`config.mk`:
```
export PLATFORM = sky130hd
export DESIGN_NAME = bdhd_decide
export DESIGN_NICKNAME = d
export VERILOG_FILES = /design/src/sv/bdhd_pkg.sv /design/src/sv/bdhd_decide.sv
export SDC_FILE = /design/constraint.sdc
export NUM_CORES = 2
export LEC_CHECK = 0
export BUFFER_PORTS_ARGS = -buffer_cell sky130_fd_sc_hd__buf_2
export CAP_MARGIN = 20
export CELL_PAD_IN_SITES_DETAIL_PLACEMENT = 1
export CELL_PAD_IN_SITES_GLOBAL_PLACEMENT = 2
export CORE_MARGIN = 3
export CORE_UTILIZATION = 45
export CTS_BUF_LIST = sky130_fd_sc_hd__clkbuf_8
export DETAILED_ROUTE_END_ITERATION = 10
export PLACE_DENSITY_LB_ADDON = 0.08
export SYNTH_ARGS = -nofsm -noshare
export SYNTH_HDL_FRONTEND = slang
export SYNTH_SLANG_ARGS = --single-unit
```
`constraint.sdc`:
```
create_clock -name clk -period 17.6 [get_ports clk]
set_input_delay 3.52 -clock clk [delete_from_list [all_inputs] [get_ports clk]]
set_output_delay 3.52 -clock clk [all_outputs]
set_load 0.005 [all_outputs]
```
`src/sv/bdhd_pkg.sv`:
```
package bdhd_pkg;

  localparam int CFG_ADDR_W = 5;

  localparam logic [2:0] REG_SOURCE_WIDTH  = 3'd0;
  localparam logic [2:0] REG_SOURCE_HEIGHT = 3'd1;
  localparam logic [2:0] REG_THUMB_WIDTH   = 3'd2;
  localparam logic [2:0] REG_THUMB_HEIGHT  = 3'd3;
  localparam logic [2:0] REG_SCALE_INVERSE = 3'd4;
  localparam logic [2:0] REG_TWO_BIT       = 3'd5;

  localparam logic [31:0] HASH_X    = 32'd374761393;
  localparam logic [31:0] HASH_Y    = 32'd668265263;
  localparam logic [31:0] HASH_MIX  = 32'd1274126177;
  localparam logic [31:0] SCALE_ONE = 32'd65536;

  localparam logic [13:0] MAX_SOURCE_WIDTH = 14'd8192;
  localparam logic [7:0]  GRAY_STEP_2BIT   = 8'd85;
  localparam logic [7:0]  GRAY_WHITE_1BIT  = 8'd255;
  localparam logic [7:0]  THRESHOLD_MID    = 8'd128;

  localparam int PROD_W = 38;

  typedef struct packed {
    logic [12:0] x;
    logic [15:0] y;
    logic [13:0] col_span;
    logic [15:0] row_span;
  } dec_req_t;

  typedef enum logic [1:0] {
    S_IDLE,
    S_EXEC,
    S_DECIDE,
    S_OUT
  } ctl_state_t;

  typedef enum logic [2:0] {
    D_IDLE,
    D_MUL1,
    D_MUL2,
    D_MIX,
    D_THR,
    D_PROD,
    D_CMP
  } dec_state_t;

endpackage

```
`src/sv/bdhd_decide.sv`:
```
module bdhd_decide import bdhd_pkg::*; #(
  parameter int SUM_WIDTH = 32
) (
  input  logic                 clk,
  input  logic                 rst,
  input  logic                 start,
  input  dec_req_t             req,
  input  logic [SUM_WIDTH-1:0] sum,
  output logic                 done,
  output logic                 white
);

  localparam int CMP_W = (SUM_WIDTH > PROD_W) ? SUM_WIDTH : PROD_W;

  dec_state_t st, st_next;

  dec_req_t              req_q;
  logic [SUM_WIDTH-1:0]  sum_q;
  logic [31:0]           pa, pb, hm;
  logic [29:0]           samples;
  logic [7:0]            thr;
  logic [PROD_W-1:0]     prod;

  logic [31:0] h_sum, h_mixed;
  logic [7:0]  hb, dn, thr_calc;

  always_comb begin
    h_sum   = pa + pb;
    h_mixed = h_sum ^ (h_sum >> 13);
    hb      = hm[31:24];
    dn      = THRESHOLD_MID - hb;
    if (hb[7]) begin
      thr_calc = THRESHOLD_MID + {2'b00, hb[6:1]};
    end else begin
      thr_calc = THRESHOLD_MID - (dn >> 1);
    end
  end

  always_comb begin
    st_next = st;
    unique case (st)
      D_IDLE: if (start) st_next = D_MUL1;
      D_MUL1: st_next = D_MUL2;
      D_MUL2: st_next = D_MIX;
      D_MIX:  st_next = D_THR;
      D_THR:  st_next = D_PROD;
      D_PROD: st_next = D_CMP;
      D_CMP:  st_next = D_IDLE;
      default: st_next = D_IDLE;
    endcase
  end

  always_comb begin
    done  = (st == D_CMP);
    white = CMP_W'(sum_q) >= CMP_W'(prod);
  end

  always_ff @(posedge clk) begin
    if (rst) begin
      st <= D_IDLE;
    end else begin
      st <= st_next;
    end
  end

  always_ff @(posedge clk) begin
    case (st)
      D_IDLE: begin
        if (start) begin
          req_q <= req;
          sum_q <= sum;
        end
      end
      D_MUL1: begin
        pa      <= 32'(32'(req_q.x) * HASH_X);
        samples <= 30'(req_q.col_span) * 30'(req_q.row_span);
      end
      D_MUL2: pb   <= 32'(32'(req_q.y) * HASH_Y);
      D_MIX:  hm   <= h_mixed * HASH_MIX;
      D_THR:  thr  <= thr_calc;
      D_PROD: prod <= PROD_W'(thr) * PROD_W'(samples);
      default: ;
    endcase
  end

endmodule
```
==> metrics.yaml <==
status: "complete, no violations"
drt_first_iter_violations: 1028
detail-route-antenna-nets: 0
post_synth_num_cell_types: 80
crit_path_max_fanout: 5
detail_route.wl_per_cell_um: 19.9
synth_nets: 5516
wire_length_of_the_first_global_routing_pass_um: 176000
cp_slowest_cell: "sky130_fd_sc_hd__xor2_1"
cts.htree.levels: 2
routed-wl-met3_um: 3850
detailedRoute.firstPassIterationCount: 5
fill_cells: 10400
crit_type: "reg -> reg"
fmax_ghz: 0.0950
ys_dominant_reg_cell: "sky130_fd_sc_hd__edfxtp_1"
post_cts.repair.setup_buffers: 0
synth_edf_count: 239
part_of_the_cycle_the_worst_path_needs_pct: 59.8
nNetsFinal: 5623
start_util_pct: 45.5
grt_pass1_vias: 31200
synth_top_area_cell: "sky130_fd_sc_hd__fa_1"
cts_buffers: 49
syn_avg_cell_area_um2: 10.5
dr_wl_met2_um: 50600
max_slew.worst_pin.slew_ns: 1.08
m1WireLength_um: 52200
cpMostUsedCell: "sky130_fd_sc_hd__fa_1"
overflow: 0
setup-violations-final: 0
tns_ns: 0
most_used_cells_in_the_layout_excluding_fill_and_tap_cells: "sky130_fd_sc_hd__inv_1 (993), sky130_fd_sc_hd__fa_1 (771), sky130_fd_sc_hd__ha_1 (578)"
yosys_warnings: 0
grt_max_degree: 63
clkSlewWorstSetupHoldPaths_ns: 0.06
synth_seq_cells: 242
synth_async_sr_flop_share_pct: 0
grt_antenna_before_repair: 3
post_synth_inst_count: 4073
fp.dieW_um: 314
ff2ff_setup_slack_ns: 7.08
setup_repair_after_global_routing_missed_its_margin: "false"
hold_viol: 0
cts_resized: 0
slew_headroom_pct: 27.4
post_dr_vias_cell: 5.06
cts_hold_buffers: 0
top_routing_layer_used: "met5"
synth_area_um2: 42600
synth.top_cell.area_share_pct: 36.2
mostFrequentLayoutCell: "sky130_fd_sc_hd__inv_1"
count_of_buffers_inserted_at_the_top_level_ports: 95
crit_path_max_incr_delay_ns: 0.61
max_cap_violations: 0
cp-start-kind: "flip-flop"
vias: 27700
boundaryPins: 96
share_of_final_layout_standard_cells_stronger_than_drive_strength_1_pct: 5.59
design.core.area_um2: 93600
number_of_design_rule_violations_left_after_detail_routing: 0
synth.yosys.seq_area_share_pct: 17.0
routed_wirelength_um: 109000
rows: 112
track_usage_pct: 23.1
dp.final_hpwl_um: 93700
clock-sinks: 242
flow.area_growth_from_synthesis_pct: 7.45
layout.area.seq_um2: 7240
multi_input_comb_area_um2: 31400
critPathArrivalTime_ns: 10.93
max-clock-path-buffers: 3
synth_top_cells_by_area: "sky130_fd_sc_hd__fa_1 (36%), sky130_fd_sc_hd__ha_1 (17%), sky130_fd_sc_hd__edfxtp_1 (17%), sky130_fd_sc_hd__inv_1 (8.7%), sky130_fd_sc_hd__xnor2_1 (3.4%)"
clock_insertion_delay_worst_skew_ns: 0.68
cp_data_required_time_ns: 18.01
crit_path_end_kind: "flip-flop"
gp_congestion: 0.866
dieArea_um2: 98400
tritoncts: "yes"
hold_path.class: "reg -> reg"
clockRootBuffer: "sky130_fd_sc_hd__clkbuf_8"
dieHeight_um: 314
period_needed_ns: 10.52
worst_clock_skew_ns: 0.0421
max_slew_violation_count: 0
==> path summary, 6_finish.rpt <==
check                end  depth (start not counted)  start
setup / recovery  hm[31]                         39  pa[0]
hold / removal     st[0]                          1  st[1]
setup reg to reg  hm[31]                         39  pa[0]
hold reg to reg    st[0]                          1  st[1]
==> kinds of logic after synthesis <==
kind of cell    after synthesis  share of synthesized area (%)
buf+inv                    1056                           9.33
simple gates                771                           8.82
flops                       242                           17.0
xor+xnor                    230                           4.98
mux                           5                          0.120
compound gates              420                           6.55
fa+ha+maj                  1349                           53.2
==> area by class of cell <==
| class | count | area share, % |
|---|---|---|
| inverters | 991 | 8.13 |
| multi-input cells | 2775 | 68.6 |
| flip-flops and latches | 242 | 15.8 |
| diodes | 1 | 0.00547 |
| well taps | 1254 | 3.43 |
| clock inverters | 39 | 0.940 |
| repair buffers | 121 | 1.47 |
| clock buffers | 53 | 1.59 |
==> stage by stage <==
step           worst slack [ns]  area [um^2]  utilization, %  instances  hold WS (ns)
3_3_place_gp               7.27        44600            47.6       5382         0.593
3_5_place_dp               7.07        44600            47.6       5382         0.598
4_1_cts                    7.02        45800            48.9       5474         0.604
5_1_grt                    6.34        45800            48.9       5476         0.696
2_1_floorplan              4.11        42600               -       4073         0.523
6_report                   7.08        45800            48.9       5476         0.635
==> cells in the mapped netlist (all sizes together) (6+ instances only) <==
cell      n
o21ai    63
and4      7
xnor2   174
nor2     82
and3     18
nand4    12
o21bai   35
a21boi    7
a211oi    8
o31ai     9
ha      578
edfxtp  239
nor2b    21
fa      771
nand2b   15
nor3     25
a21oi   137
a21o     76
inv     991
nand2   345
a31oi    11
nand3b    6
nand3    20
a31o      8
clkbuf   63
and2    194
o211ai    6
xor2     55
or3       8
o21a     16
==> layer usage <==
layer,GRT usage (%),vias to the layer above
met3,2.97,110
met5,0,-
met1,33.2,14200
met4,5.63,2
met2,37.3,409
li1,-,13000
==> state kept, by name, indices dropped and copies added, names as in the netlist <==
signal   cells
hm           8
pb          32
thr          8
sum_q       32
prod        38
pa          32
samples     30
req_q       59
st           3
==> worst max-delay path: cells and delay by family (launching register included) <==
family / cells / cell delay [ns]
compound gates: 20 / 3.83
flops: 1 / 0.38
buf+inv: 2 / 0.25
xor+xnor: 3 / 1.04
fa+ha+maj: 11 / 4.46
simple gates: 3 / 0.30
Power is not shown: default switching activity piles up to over one toggle a cycle in this logic, so the estimate is an artifact.
